File: src/rtl/wis_pkg.sv
// Shared types and constants for the weighted index sampler.
package wis_pkg;
  localparam int unsigned VocabMax = 4096;
  localparam int unsigned WeightW  = 16;
  localparam int unsigned UniformW = 24;
  localparam int unsigned IndexW   = 12;
  localparam int unsigned StatusW  = 2;
  localparam int unsigned CountW   = 13;

  localparam logic [StatusW-1:0] StOk      = 2'd0;
  localparam logic [StatusW-1:0] StNoRow   = 2'd1;
  localparam logic [StatusW-1:0] StExhaust = 2'd2;

  localparam logic CfgWithRepl = 1'b0;
  localparam logic CfgSamples  = 1'b1;

  typedef struct packed {
    logic load;      // append weight, prefix
    logic clear_row; // restart row before load
    logic srch_init; // begin search
    logic srch_step; // read mid / compare
    logic rb_init;   // zero chosen weight, start rebuild
    logic rb_step;   // rebuild phase: read or write one entry
  } wis_cmd_t;

  typedef struct packed {
    logic srch_done;
    logic rb_done;
  } wis_sts_t;
endpackage

File: src/rtl/wis_ctrl.sv
// Controller: request sequencing, row bookkeeping and result register.
module wis_ctrl import wis_pkg::*; (
  input  logic                clk_i,
  input  logic                rst_ni,
  input  logic                in_valid_i,
  output logic                in_ready_o,
  input  logic                cmd_i,
  input  logic                last_weight_i,
  output logic                out_valid_o,
  input  logic                out_ready_i,
  output logic [IndexW-1:0]   index_o,
  output logic [StatusW-1:0]  status_o,
  output logic                last_sample_o,
  input  logic                cfg_valid_i,
  output logic                cfg_ready_o,
  input  logic                cfg_index_i,
  input  logic [CountW-1:0]   cfg_data_i,
  output wis_cmd_t            dp_cmd_o,
  input  wis_sts_t            dp_sts_i,
  input  logic [IndexW-1:0]   dp_index_i,
  output logic [CountW-1:0]   row_len_o
);
  localparam logic [1:0] SIdle = 2'd0;
  localparam logic [1:0] SSrch = 2'd1;
  localparam logic [1:0] SRb   = 2'd2;

  logic [1:0]        state_q, state_d;
  logic [CountW-1:0] len_q, done_q, spr_q, quota, done_inc;
  logic              ready_q, repl_q, last_q;
  logic              out_v_q;
  logic [IndexW-1:0] idx_q;
  logic [StatusW-1:0] st_q;
  logic              acc, is_load, is_draw, clr;

  assign in_ready_o  = (state_q == SIdle) && !out_v_q;
  assign cfg_ready_o = 1'b1;
  assign acc     = in_valid_i && in_ready_o;
  assign is_load = acc && !cmd_i;
  assign is_draw = acc && cmd_i;
  assign clr     = ready_q;
  assign quota   = (spr_q == '0) ? CountW'(1) : spr_q;
  assign done_inc = done_q + 1'b1;
  assign row_len_o = len_q;

  always_comb begin
    dp_cmd_o = '0;
    dp_cmd_o.load = is_load;
    dp_cmd_o.clear_row = clr;
    dp_cmd_o.srch_init = is_draw;
    dp_cmd_o.srch_step = (state_q == SSrch);
    dp_cmd_o.rb_init = (state_q == SSrch) && dp_sts_i.srch_done && !repl_q;
    dp_cmd_o.rb_step = (state_q == SRb);
    state_d = state_q;
    case (state_q)
      SIdle: if (is_draw && ready_q && !(!repl_q && done_q >= len_q)) state_d = SSrch;
      SSrch: if (dp_sts_i.srch_done) state_d = repl_q ? SIdle : SRb;
      SRb:   if (dp_sts_i.rb_done) state_d = SIdle;
      default: state_d = SIdle;
    endcase
  end

  always_ff @(posedge clk_i or negedge rst_ni) begin
    if (!rst_ni) begin
      state_q <= SIdle;
      len_q <= '0;
      done_q <= '0;
      ready_q <= 1'b0;
      repl_q <= 1'b1;
      spr_q <= CountW'(1);
      out_v_q <= 1'b0;
      last_q <= 1'b0;
      st_q <= StOk;
      idx_q <= '0;
    end else begin
      state_q <= state_d;
      if (cfg_valid_i) begin
        if (cfg_index_i == CfgWithRepl) repl_q <= cfg_data_i[0];
        else spr_q <= cfg_data_i;
      end
      if (out_v_q && out_ready_i) out_v_q <= 1'b0;
      if (is_load) begin
        if (clr) begin
          len_q <= CountW'(1);
          done_q <= '0;
          ready_q <= last_weight_i;
        end else begin
          if (len_q < CountW'(VocabMax)) len_q <= len_q + 1'b1;
          if (last_weight_i) begin
            ready_q <= 1'b1;
            done_q <= '0;
          end
        end
      end
      if (is_draw) begin
        idx_q <= '0;
        if (!ready_q) begin
          st_q <= StNoRow;
          last_q <= 1'b0;
          out_v_q <= 1'b1;
        end else begin
          done_q <= done_inc;
          last_q <= (done_inc >= quota);
          if (done_inc >= quota) ready_q <= 1'b0;
          if (!repl_q && done_q >= len_q) begin
            st_q <= StExhaust;
            out_v_q <= 1'b1;
          end else begin
            st_q <= StOk;
          end
        end
      end
      if (state_q == SSrch && dp_sts_i.srch_done) begin
        idx_q <= dp_index_i;
        if (repl_q) out_v_q <= 1'b1;
      end
      if (state_q == SRb && dp_sts_i.rb_done) out_v_q <= 1'b1;
    end
  end

  assign out_valid_o = out_v_q;
  assign index_o = idx_q;
  assign status_o = st_q;
  assign last_sample_o = last_q;
endmodule

File: config.mk
export PLATFORM = sky130hd
export DESIGN_NAME = wis_ctrl
export DESIGN_NICKNAME = d
export VERILOG_FILES = /design/src/rtl/wis_pkg.sv /design/src/rtl/wis_ctrl.sv
export SDC_FILE = /design/constraint.sdc
export NUM_CORES = 1
export LEC_CHECK = 0
export BUFFER_PORTS_ARGS = -buffer_cell sky130_fd_sc_hd__buf_4
export CORE_MARGIN = 8
export CORE_UTILIZATION = 59
export CTS_CLUSTER_DIAMETER = 80
export CTS_CLUSTER_SIZE = 28
export DETAILED_ROUTE_END_ITERATION = 16
export PLACE_DENSITY = 0.83
export SLEW_MARGIN = 20
export SYNTH_ARGS = -nofsm -noshare
export SYNTH_HDL_FRONTEND = slang
export SYNTH_SLANG_ARGS = --single-unit
export TNS_END_PERCENT = 100
File: constraint.sdc
create_clock -name clk_i -period 5.5 [get_ports clk_i]
set_input_delay 1.1 -clock clk_i [delete_from_list [all_inputs] [get_ports clk_i]]
set_output_delay 1.1 -clock clk_i [all_outputs]
set_load 0.02 [all_outputs]
### Yosys cells after proc, flatten, opt, wreduce, memory -nomap -nowiden

Index checks and enable logic that the tools add are counted.

* register bits: 59
* latch bits: 0
* RAM bits: 0
* ROM bits: 0
* bits of input ports: 35
* output and inout bits: 37
* logic and storage cells: 75
* memories kept: 0

* add/subtract/negate cells: 2
* $mul: 0
* divide/modulo/power cells: 0
* magnitude comparators: 3
* equal/unequal tests: 5
* shifts and indexed selects: 0
* multiplexer cells: 31
* bitwise logic cells: 1
* reductions and logical operators: 23

Operators with widths (count)
* 13-bit 2-to-1 mux: 8
* 13-bit by 1-bit adder with 13-bit output (second input constant): 2
* 13-bit >= comparator: 2
* 12-bit 2-to-1 mux: 2
* 1-bit 2-to-1 mux: 14
* 13-bit zero test: 1
* 13-bit < comparator (second input constant): 1
* 2-bit 2-to-1 mux: 6
* 1-bit logical AND: 11
* 2-bit by 1-bit inequality test with 1-bit output (second input constant): 3
* 2-bit case mux with 3 select lines: 1
* 2-bit AND reduction: 3
* 1-bit zero test: 4
* 2-bit nonzero test: 2
* 3-bit AND reduction: 1
* 2-bit by 1-bit == test with 1-bit output (second input constant): 1
* 2-bit == test (second input constant): 1
* 2-bit zero test: 1
* 1-bit inverter: 1

### Depth between registers and ports, before layout

Gate-level depths: netlist of the first run.

* depth in word-level cells: 8
* depth in mapped cells: 10
* mapped depth without buffers: 10

### Worst setup path before layout of the first run

OpenSTA, ideal clock, no wires.

* path kind: input to output
* start: in in_valid_i
* end: out dp_cmd_o[5] in the netlist's numbering
* arrival: 2.023 ns
* required time: 4.400 ns
* path slack: 2.377 ns
* stages: 6
* buffers on the path: 3
* cells stage by stage: nor4b_4 > nand2b_1 > buf_2 > inv_1 > buf_2 > buf_4

* cells in the longest elaborated chain, start to end: 2

Ends and longest elaborated chain
* from (decl): RTL line wis_ctrl.sv:5 `input logic in_valid_i,`
* 1-bit logical AND: RTL line wis_ctrl.sv:37 `assign acc = in_valid_i && in_ready_o;`
* 1-bit logical AND: RTL line wis_ctrl.sv:38 `assign is_load = acc && !cmd_i;`
* to (decl): RTL line wis_ctrl.sv:18 `output wis_cmd_t dp_cmd_o,`

Every way passes these cells.

==> metrics.md, run 1 <==
| Metric | Value |
|---|---|
| Status | `finished clean` |
| Worst endpoint data arrival time | `2.33 ns` |
| Via density per instance | `5.712` |
| CP peak stage delay | `0.39 ns` |
| Maxcap violations | `0` |
| Synth area leader | `dfrtp_1` |
| Cell row count | `28` |
| TritonCTS buffer count | `9` |
| Switching power | `606.5 uW` |
| Internal | `961.5 uW` |
| Setup_tns | `0 ns` |
| Die W | `92.60 um` |
| Worst-Margin Slew | `0.7556 ns` |
| Worst-path cell chain | `buf_4 -> nor4b_4 -> nand2b_1 -> inv_1 -> buf_4` |
| Share of flip-flops with an asynchronous set or reset | `100.0%` |
| Tcrit/Tclk final | `62.35%` |
| Clock network fraction of design power | `25.0%` |
| Later-pin clock latency in the skew report | `0.34 ns` |
| Worst rel slew slack | `49.62%` |
| DRT Pass-1 Iters | `4` |
| WHS | `0.4976 ns` |
| WHS Path Cells | `2` |
| Wirelength per Cell | `16.17 um` |
| Core footprint | `0.005781 sq mm` |
| CTS sink count | `59` |
| Worst Setup Path Type | `input pin to output port` |
| Hold Crit Start | `status_o[0]` |
| Die area | `0.008575 sq mm` |
| Reg power frac | `39.0%` |
| Worst VDD drop | `0.2664 mV` |
| Area occupied by multi-input gates | `0.001782 sq mm` |
| Ys flop type | `dfrtp_1` |
| Area growth syn-to-layout | `21.54%` |
| Layout cells sized above 1 | `25.28%` |
| Sw Share | `38.68%` |
| CTS max path bufs | `2` |
| Clock skew | `0.01040 ns` |
| Syn Inst Count | `367` |
| Gp weighted congestion | `0.8465` |
| Synthesized cell area | `0.003462 sq mm` |
| Post-CTS Setup Inserts | `0` |
| Pin count of the biggest net entering global routing | `60` |
| Synth unique cells | `50` |
| Setup slack, reg-to-reg | `2.64 ns` |
| Starting Density | `59.89%` |
| PD cells | `372.6 mW/mm^2` |
| Post-cts hold buffer count | `0` |
| First-pass GRT wire length | `13,460 um` |
| Hold Path Class | `flop to flop` |
| Cts repair resizes | `0` |
| Critical path capture point type | `output port` |
| Syn_area_per_cell | `9.433 sq um` |
| Nets@finish | `497` |
| Routed vias | `2,936` |
| Setup violators final | `0` |
| IO Pins | `72` |
| YS warnings | `0` |
| RSZ-0062 raised after global routing | `no` |
| Comb power frac | `36.0%` |
| Post-route ant nets | `0` |
| FMAX | `291.6 MHz` |
| Root Driver | `clkbuf_8` |
| R2R Path Start | `done_q[0]` |
| Total GRT Usage | `19.50%` |
| Register bit count reported by yosys | `59` |
| Diodes inserted | `0` |
| Post-Place Worst Slack | `2.082 ns` |
| Fillers | `440` |
| Setup slack after layout | `2.071 ns` |
| Hold endpoint | `status_o[0]` |
| Pwr Total | `1568 uW` |
| Top cell type's share of synthesized area | `41.20%` |
| Final min period | `3.429 ns` |
| Reg2Reg Depth | `9` |
| Ranking of synthesized cells by area | `dfrtp_1 (41%), ha_1 (10%), nand2_1 (5.2%)` |
| Die height | `92.60 um` |
| Port bufs | `70` |
| Reg clk slew, reported paths | `0.07 ns` |
| CP max FO | `14` |
| Antenna violations before repair | `0` |
| Syn_nets | `430` |
| Remaining DRCs | `0` |
| Initial DRC Count | `139` |
| H-tree depth | `3` |
| Final Max Slew Viols | `0` |
| CP Launch Type | `input pin` |
| Worst r2r dst | `clr` |
| Worst path required time | `4.40 ns` |
| Hpwl dp | `6224 um` |
| CP max-delay cell | `inv_1` |
| Register Area | `0.001479 sq mm` |
| Sequential fraction of the synthesis area | `42.72%` |
| Vias in the first global route | `2,856` |
| Final hold viol count | `0` |
| GRT overflow | `0` |
| CTS tree | `yes` |
| EDFF count, synth | `0` |
| Static Leak | `0.002141 uW` |
| Drt total wl | `8309 um` |
| CP most frequent cell | `buf_4` |
logic make-up after synthesis:
logic type,Yosys count,share of synthesized area [%]
buffers and inverters,49,5.818
other,1,0.1083
AO/OA/AOI/OAI,77,14.31
multiplexers,16,5.096
adder cells (fa/ha/maj),28,10.12
XOR/XNOR,15,4.012
AND/OR/NAND/NOR,122,17.82
flip-flops,59,42.72
cell usage in the layout, fill, tap and decap left out, types with 4 or more instances in the layout:
master / count
xnor2_1: 11
inv_1: 34
buf_4: 71
nor4_1: 4
nor3_1: 6
dfrtp_1: 57
clkbuf_8: 9
a21oi_1: 16
o21ai_0: 24
ha_1: 28
a31oi_1: 4
nor2b_1: 6
nand4_1: 10
mux2_2: 13
nor2_1: 14
nand3_1: 19
nand2_1: 48
a22o_1: 5
o31ai_1: 4
a21o_1: 7
cell type report:
cell class / instances / share of cell area (%)
Tap cell: 75 / 2.230
Sequential cell: 59 / 35.15
Clock buffer: 9 / 2.944
Timing Repair Buffer: 71 / 12.67
Clock inverter: 7 / 1.635
Multi-Input combinational cell: 259 / 42.34
Inverter: 34 / 3.033
flip-flops by register name, summed over array words and instances, names as in the netlist:
register and count:
last_sample_o 1, index_o 12, state_q 2, row_len_o 13, repl_q 1, out_valid_o 1, clr 1, status_o 2
done_q 13, spr_q 13
power by group through the flow:
stage	Clock (uW)	Sequential, uW	Combinational, uW
floorplan	0	639	327
global placement	0	611	544
detailed placement	0	617	566
CTS	396	610	571
global route	418	624	621
finish	392	611	564
worst max-delay path, delay by kind of cell:
family / cells / cell delay (ns)
buffers and inverters: 3 / 0.69
AND/OR/NAND/NOR: 2 / 0.54
worst max-delay path by stage:
stage               startpoint           to  slack [ns]  cells past startpoint
floorplan           in_valid_i  dp_cmd_o[5]        2.38                      6
global placement    in_valid_i  dp_cmd_o[5]        2.12                      5
detailed placement  in_valid_i  dp_cmd_o[5]        2.08                      5
CTS                 in_valid_i  dp_cmd_o[5]        2.08                      5
global route        in_valid_i  dp_cmd_o[5]        1.92                      5
finish              in_valid_i  dp_cmd_o[5]        2.07                      5
metrics by stage:
| step | area, sq um | utilization (%) | instances |
|---|---|---|---|
| 3_3_place_gp | 4015 | 69.46 | 498 |
| 2_1_floorplan | 3462 | - | 367 |
| 4_1_cts | 4208 | 72.79 | 514 |
| 3_5_place_dp | 4015 | 69.46 | 498 |
| 6_report | 4208 | 72.79 | 514 |
| 5_1_grt | 4208 | 72.79 | 514 |
synth_stat cells (all sizes together), types with 2 or more instances:
master and n:
clkbuf 8, nor4 4, inv 34, o41ai 2, a31oi 4, a211o 2, nand2b 3, nand3 19
xnor2 12, and3 2, nor2 14, nand4 10, a31o 2, or2 3, mux2i 3, a21o 7
mux2 13, nor2b 6, and4 2, o21ai 24, nand2 48, ha 28, nor3 6, xor2 3
o22ai 2, dfrtp 57, o31ai 4, a22o 5, a21oi 16, buf 7, dfstp 2
layer usage:
layer / vias up / wire, um / track usage (%) / share of wire (%)
met5: - / 0 / 0 / 0
met2: 96 / 4062 / 31.35 / 49
met4: 0 / 178 / 8.859 / 2.1
met3: 20 / 533 / 5.097 / 6.4
li1: 1434 / - / - / -
met1: 1386 / 3534 / 24.07 / 43
Note: power is estimated with default switching activity, not from simulation.
==> run 2, diff against run 1 <==
--- a/config.mk
+++ b/config.mk
@@ -7,11 +7,11 @@
 export LEC_CHECK = 0
 export BUFFER_PORTS_ARGS = -buffer_cell sky130_fd_sc_hd__buf_4
 export CORE_MARGIN = 8
-export CORE_UTILIZATION = 59
+export CORE_UTILIZATION = 55
 export CTS_CLUSTER_DIAMETER = 80
 export CTS_CLUSTER_SIZE = 28
 export DETAILED_ROUTE_END_ITERATION = 16
-export PLACE_DENSITY = 0.83
+export PLACE_DENSITY = 0.78
 export SLEW_MARGIN = 20
 export SYNTH_ARGS = -nofsm -noshare
 export SYNTH_HDL_FRONTEND = slang
==> constraint.sdc (replaced) <==
create_clock -name clk_i -period 3.49 [get_ports clk_i]
set_input_delay 0.698 -clock clk_i [delete_from_list [all_inputs] [get_ports clk_i]]
set_output_delay 0.698 -clock clk_i [all_outputs]
set_load 0.02 [all_outputs]
==> run 2 against run 1 <==
Net effect: sequential share of layout area is 0.25 points lower; register-to-register slack worse by 1.9 ns; clock-buffer cell count is 3 higher; final cell count is 0.58% higher; total power is 60% higher; non-clock buffer count is 1 higher; clock power is 69% higher; combinational power is 58% higher; worst setup slack worse by 1.4 ns; largest power group unchanged; sequential power is 57% higher; clock skew is 0.0047 ns lower; hold slack worse by 0.071 ns.
==> metrics.md, run 2 (synthesis gave the netlist of run 1 again) <==
| Metric | Value |
|---|---|
| Status | `finished clean` |
| Layout cells sized above 1 | `25.45% (+0.17 points)` |
| CTS max path bufs | `2 (unchanged)` |
| Worst-Margin Slew | `0.7365 ns (-0.01914 ns)` |
| Later-pin clock latency in the skew report | `0.34 ns (about the same)` |
| Final min period | `2.782 ns` |
| Drt total wl | `8470 um (+1.9%)` |
| CP max FO | `7 (-7)` |
| CTS tree | `yes` |
| Root Driver | `clkbuf_8` |
| PD cells | `593.5 mW/mm^2 (+59%)` |
| Via density per instance | `5.710 (about the same)` |
| Worst Setup Path Type | `flop to flop` |
| Setup violators final | `0 (unchanged)` |
| Port bufs | `70 (unchanged)` |
| Worst path required time | `3.72 ns (-0.68 ns)` |
| Setup slack after layout | `0.7083 ns (-1.363 ns)` |
| Register Area | `0.001479 sq mm (unchanged)` |
| Post-route ant nets | `0 (unchanged)` |
| Reg power frac | `38.2% (-0.8 points)` |
| Setup slack, reg-to-reg | `0.71 ns (-1.93 ns)` |
| Switching power | `937.3 uW (+55%)` |
| Core footprint | `0.006205 sq mm (+7.3%)` |
| Total GRT Usage | `20.09% (+0.59 points)` |
| Area occupied by multi-input gates | `0.001782 sq mm (unchanged)` |
| First-pass GRT wire length | `14,370 um (+6.7%)` |
| Wirelength per Cell | `16.38 um (+1.3%)` |
| Area growth syn-to-layout | `22.41%` |
| Antenna violations before repair | `0 (unchanged)` |
| Starting Density | `55.80% (-4.1 points)` |
| Setup_tns | `0 ns (unchanged)` |
| Clock skew | `0.005711 ns (-0.004693 ns)` |
| Sw Share | `37.27% (-1.4 points)` |
| H-tree depth | `3 (unchanged)` |
| Comb power frac | `35.5% (-0.5 points)` |
| Commonest non-fill, non-tap cell in the layout | `buf_4` |
| Hpwl dp | `6213 um (-0.18%)` |
| Gp weighted congestion | `0.8346 (-1.4%)` |
| Maxcap violations | `0 (unchanged)` |
| Routed vias | `2,952 (+0.54%)` |
| Internal | `1578 uW (+64%)` |
| Post-Place Worst Slack | `0.7422 ns (-1.339 ns)` |
| Die height | `95.34 um (+3.0%)` |
| GRT overflow | `0 (unchanged)` |
| Worst endpoint data arrival time | `3.01 ns (+0.68 ns)` |
| CP Launch Type | `flop` |
| DRT Pass-1 Iters | `4 (unchanged)` |
| Reg clk slew, reported paths | `0.07 ns (about the same)` |
| Critical path capture point type | `flop` |
| Post-CTS Setup Inserts | `0 (unchanged)` |
| Static Leak | `0.002159 uW (+0.83%)` |
| IO Pins | `72 (unchanged)` |
| Worst setup endpoint | `last_sample_o` |
| Vias in the first global route | `3,133 (+9.7%)` |
| Pin count of the biggest net entering global routing | `60 (unchanged)` |
| Worst VDD drop | `0.3682 mV (+38%)` |
| R2R Path Start | `done_q[0]` |
| Fillers | `499 (+13%)` |
| TritonCTS buffer count | `9 (unchanged)` |
| Reg2Reg Depth | `10 (+1)` |
| Worst rel slew slack | `50.90% (+1.3 points)` |
| Clock network fraction of design power | `26.3% (+1.3 points)` |
| RSZ-0062 raised after global routing | `no` |
| Cell row count | `29 (+3.6%)` |
| FMAX | `359.5 MHz` |
| Final hold viol count | `0 (unchanged)` |
| Cts repair resizes | `0 (unchanged)` |
| Most frequent cells in the layout | `buf_4 (72), dfrtp_1 (57), nand2_1 (48)` |
| Die area | `0.009090 sq mm (+6.0%)` |
| Hold Path Class | `input pin to asynchronous set/reset pin` |
| Critical Path Start | `done_q[0]` |
| Die W | `95.34 um (+3.0%)` |
| Diodes inserted | `0 (unchanged)` |
| Post-cts hold buffer count | `0 (unchanged)` |
| Nets@finish | `498 (+0.20%)` |
| Remaining DRCs | `0 (unchanged)` |
| Final Max Slew Viols | `0 (unchanged)` |
| CTS sink count | `59 (unchanged)` |
| Worst r2r dst | `last_sample_o` |
| Initial DRC Count | `132 (-5.0%)` |
| Tcrit/Tclk final | `79.70%` |
[run 2: cell count changes in the layout (fill, tap and decap cells not counted)]
cell	previous run	this run
clkinvlp_4	2	1
clkbuf_8	9	12
clkinv_4	1	0
buf_4	71	72
clkinv_2	3	2
[run 2: cell type report]
type / count / area share (%)
Multi-Input combinational cell: 259 / 42.04
Sequential cell: 59 / 34.90
Timing Repair Buffer: 72 / 12.75
Clock buffer: 12 / 3.897
Inverter: 34 / 3.012
Tap cell: 77 / 2.273
Clock inverter: 4 / 1.122
[run 2: worst max-delay path, cell delays in order (launching register included)]
cell and delay [ns]:
dfrtp_1 0.44, ha_1 0.28, and4_1 0.25, or3b_4 0.42
xnor2_1 0.15, ha_1 0.32, a21o_1 0.17, a21o_1 0.17
a21oi_1 0.14, nor2_1 0.07, a211o_1 0.25
[run 2: power by group through the flow]
stage               sequential, uW  combinational (uW)  clock [uW]
floorplan                     1010                 515           0
global placement               962                 868           0
detailed placement             972                 891           0
CTS                            959                 902         674
global route                   982                 986         704
finish                         961                 893         661
[run 2: stage by stage]
stage	cell area [sq um]	power (uW)	util (%)	hold WS, ns	std cells
after detailed placement	4025	1862	64.87	0.4852	501
after CTS	4238	2535	68.30	0.4505	517
after global routing	4238	2673	68.30	0.4842	517
final	4238	2515	68.30	0.4264	517
after floorplan	3462	1522	-	0.4024	367
after global placement	4025	1830	64.87	0.4743	501
[run 2: worst min-delay path by stage]
stage               slack, ns         from            to
finish                   0.43       rst_ni  row_len_o[4]
global route             0.48       rst_ni  row_len_o[3]
CTS                      0.45       rst_ni  row_len_o[2]
detailed placement       0.49   index_o[0]    index_o[0]
global placement         0.47  status_o[0]   status_o[0]
floorplan                0.40       rst_ni           clr
[run 2: layer usage]
| layer | wire, um | global-route usage (%) |
|---|---|---|
| met5 | 0 | 0 |
| met4 | 148 | 10.01 |
| met3 | 467 | 4.567 |
| met2 | 4212 | 33.72 |
| met1 | 3641 | 23.68 |
==> run 3, diff against run 2 <==
--- a/config.mk
+++ b/config.mk
@@ -5,13 +5,14 @@
 export SDC_FILE = /design/constraint.sdc
 export NUM_CORES = 1
 export LEC_CHECK = 0
+export ABC_AREA = 1
 export BUFFER_PORTS_ARGS = -buffer_cell sky130_fd_sc_hd__buf_4
 export CORE_MARGIN = 8
-export CORE_UTILIZATION = 55
+export CORE_UTILIZATION = 50
 export CTS_CLUSTER_DIAMETER = 80
 export CTS_CLUSTER_SIZE = 28
 export DETAILED_ROUTE_END_ITERATION = 16
-export PLACE_DENSITY = 0.78
+export PLACE_DENSITY = 0.75
 export SLEW_MARGIN = 20
 export SYNTH_ARGS = -nofsm -noshare
 export SYNTH_HDL_FRONTEND = slang
==> constraint.sdc (replaced) <==
create_clock -name clk_i -period 2.24 [get_ports clk_i]
set_input_delay 0.448 -clock clk_i [delete_from_list [all_inputs] [get_ports clk_i]]
set_output_delay 0.448 -clock clk_i [all_outputs]
set_load 0.02 [all_outputs]
==> run 3 against run 2 <==
Net effect: critical endpoint unchanged; the run now ends with negative setup slack left; die area increased by 11%; core utilization decreased by 0.85 points; via count increased by 16%; wire length increased by 17%; highest routed layer unchanged; first-iteration DRC count increased by 67%; design area increased by 8.7%; fmax increased by 17%; hold slack got worse by 0.27 ns; clock-buffer cell count decreased by 3; critical path depth increased by 2; synthesized cell count increased by 22%.
==> metrics.md, run 3 <==
| Metric | Value |
|---|---|
| Status | `finished, violations left` |
| Failing checks | `negative setup slack` |
| Pin count of the biggest net entering global routing | `60 (unchanged)` |
| Hpwl dp | `6876 um (+11%)` |
| Largest family of logic cells by synthesized area | `simple AND/OR/NAND/NOR gates` |
| Maxcap violations | `0 (unchanged)` |
| CP Launch Type | `flop` |
| Die area | `0.01006 sq mm (+11%)` |
| RSZ-0062 raised after global routing | `yes` |
| Syn_nets | `509 (+18%)` |
| Final hold viol count | `0 (unchanged)` |
| Critical path capture point type | `flop` |
| Synth area leader | `dfrtp_1` |
| FMAX | `421.1 MHz (+17%)` |
| Worst path required time | `2.48 ns (-1.24 ns)` |
| IO Pins | `72 (unchanged)` |
| Area growth syn-to-layout | `29.68%` |
| Fillers | `562 (+13%)` |
| CP max-delay cell | `ha_1` |
| Tcrit/Tclk final | `106.0% (+26 points)` |
| Most frequent cells after synthesis | `nand2_1 (88), inv_1 (61), dfrtp_1 (57)` |
| Compound-Gate Fraction of Synth Area | `9.683% (-4.6 points)` |
| Top Family by Delay on Critical Path | `adder cells` |
| DRT Pass-1 Iters | `4 (unchanged)` |
| Later-pin clock latency in the skew report | `0.35 ns (about the same)` |
| H-tree depth | `3 (unchanged)` |
| Commonest non-fill, non-tap cell in the layout | `buf_4` |
| Worst-path cell chain | `ha_2 -> nand2_4 -> nor3_2 -> xor2_1 -> inv_1 -> ha_1 -> a21oi_2 -> o21ai_0 -> a21oi_2 -> nand3_2 -> nand2_1 -> nand2_1` |
| Port bufs | `70 (unchanged)` |
| Final Max Slew Viols | `0 (unchanged)` |
| DP Cell Count | `607 (+21%)` |
| Core footprint | `0.006832 sq mm (+10%)` |
| Vias in the first global route | `3,242 (+3.5%)` |
| Worst-Margin Slew | `0.7571 ns (+0.02057 ns)` |
| Syn Inst Count | `446 (+22%)` |
| Initial DRC Count | `221 (+67%)` |
| EDFF count, synth | `0 (unchanged)` |
| Share of flip-flops with an asynchronous set or reset | `100.0% (unchanged)` |
| Most frequent cells in the layout | `buf_4 (87), nand2_1 (84), inv_1 (61)` |
| R2R Path Start | `done_q[0]` |
| YS warnings | `0 (unchanged)` |
| Post-route ant nets | `0 (unchanged)` |
| First-pass GRT wire length | `14,900 um (+3.8%)` |
| Drt total wl | `9917 um (+17%)` |
| CTS max path bufs | `2 (unchanged)` |
| Critical Path Start | `done_q[0]` |
| Diodes inserted | `0 (unchanged)` |
| Wirelength per Cell | `15.67 um (-4.4%)` |
| Sequential fraction of the synthesis area | `41.62% (-1.1 points)` |
| Mux cell area share after synthesis | `0% (-5.1 points)` |
| Setup slack after layout | `-0.1345 ns (-0.8428 ns)` |
| CP bufs+invs | `1 (+1)` |
| Ranking of synthesized cells by area | `dfrtp_1 (40%), ha_1 (9.9%), nand2_1 (9.3%)` |
| GRT overflow | `0 (unchanged)` |
| Cell row count | `30 (+3.4%)` |
| Syn_area_per_cell | `7.967 sq um (-16%)` |
| Pwr Total | `4739 uW (+88%)` |
| Remaining DRCs | `0 (unchanged)` |
| Ys flop type | `dfrtp_1` |
| Hold Path Class | `input pin to asynchronous set/reset pin` |
| Static Leak | `0.002442 uW (+13%)` |
| Final min period | `2.375 ns (-0.4072 ns)` |
| Starting Density | `52.01% (-3.8 points)` |
| CP max FO | `3 (-4)` |
| Most common cell in the netlist | `nand2_1` |
| Top cell type's share of synthesized area | `40.14% (-1.1 points)` |
| Synth unique cells | `34 (-32%)` |
| TritonCTS buffer count | `9 (unchanged)` |
| Worst endpoint data arrival time | `2.61 ns (-0.40 ns)` |
| Via density per instance | `5.404 (-5.3%)` |
| Root Driver | `clkbuf_8` |
| Gp weighted congestion | `0.9002 (+7.9%)` |
| Die height | `100.3 um (+5.2%)` |
| CP peak stage delay | `0.37 ns (-0.07 ns)` |
| Simple logic cell fraction of the synthesized area | `27.15% (+9.3 points)` |
| Die W | `100.3 um (+5.2%)` |
| Worst rel slew slack | `49.53% (-1.4 points)` |
| Worst Setup Path Type | `flop to flop` |
| Adder-cell share of the synthesized area | `9.859% (-0.26 points)` |
| Register bit count reported by yosys | `59 (unchanged)` |
| Worst VDD drop | `0.4169 mV (+13%)` |
| CTS tree | `yes` |
| Synthesized cell area | `0.003553 sq mm (+2.6%)` |
| Nets@finish | `595 (+19%)` |
| Setup violators final | `2 (+2)` |
| Placed cell area | `0.004173 sq mm (+3.7%)` |
| Layout cells sized above 1 | `26.82% (+1.4 points)` |
| Reg clk slew, reported paths | `0.08 ns (about the same)` |
| CTS sink count | `59 (unchanged)` |
| Total GRT Usage | `18.46% (-1.6 points)` |
| Final instance area | `0.004608 sq mm (+8.7%)` |
| Antenna violations before repair | `0 (unchanged)` |
| Setup_tns | `-0.2442 ns (-0.2442 ns)` |
| PD cells | `1028 mW/mm^2 (+73%)` |
| Non-Filler Instances | `633 (+22%)` |
| Clock skew | `0.01111 ns (+0.005395 ns)` |
| Synth Area in XOR/XNOR | `2.711% (-1.3 points)` |
| Routed vias | `3,421 (+16%)` |
## run 3: cell families after synthesis
logic type / after synthesis
buffers and inverters: 75
AOI/OAI and AO/OA: 64
other: 1
and+or+nand+nor: 208
DFF: 59
adders and majority gates: 28
xor gates and xnor gates: 11
## run 3: power breakdown
group | internal (uW) | total (uW) | switching (uW)
combinational | 817 | 2110 | 1290
sequential | 1350 | 1620 | 272
clock | 519 | 1010 | 490
## run 3: final cells by class
class | instances | area (sq um) | share of cell area, %
Clock buffer | 9 | 123.9 | 2.688
Sequential cell | 59 | 1480 | 32.12
Multi-Input combinational cell | 312 | 1918 | 41.62
Timing Repair Buffer | 87 | 653.1 | 14.17
Inverter | 63 | 236.5 | 5.132
Clock inverter | 7 | 76.32 | 1.656
Tap cell | 96 | 120.1 | 2.607
## run 3: path summary, 6_finish.rpt
kind / slack (ns) / end / cells after the start
max in group asynchronous: 1.56 / done_q[4] / 1
setup reg to reg: -0.13 / last_sample_o / 12
setup / recovery: -0.13 / last_sample_o / 12
hold / removal: 0.16 / row_len_o[6] / 1
hold reg to reg: 0.50 / status_o[1] / 2
min in group clk_i: 0.27 / repl_q / 2
## run 3: stage by stage
stage / utilization (%) / setup slack (ns) / hold WS, ns
3_3_place_gp: 61.08 / 0.04016 / 0.4738
2_1_floorplan: - / 0.09536 / 0.1524
3_5_place_dp: 61.08 / -0.1182 / 0.4803
4_1_cts: 65.00 / -0.04811 / 0.2051
6_report: 67.45 / -0.1345 / 0.1574
5_1_grt: 67.45 / -0.2315 / 0.2390
## run 3: timing repair
action                     CTS  global route
setup buffers                6             4
cloned                       0             0
setup endpoints to repair    2             2
pin swaps                    8            16
gates resized for setup      6            25
hold buffers                 0             0
## run 3: layer usage
layer,track usage [%],wire length [um],up-vias
met5,0,0,-
met4,8.488,267,0
met3,4.844,662,27
met2,30.15,4849,136
met1,22.17,4138,1613
li1,-,-,1645
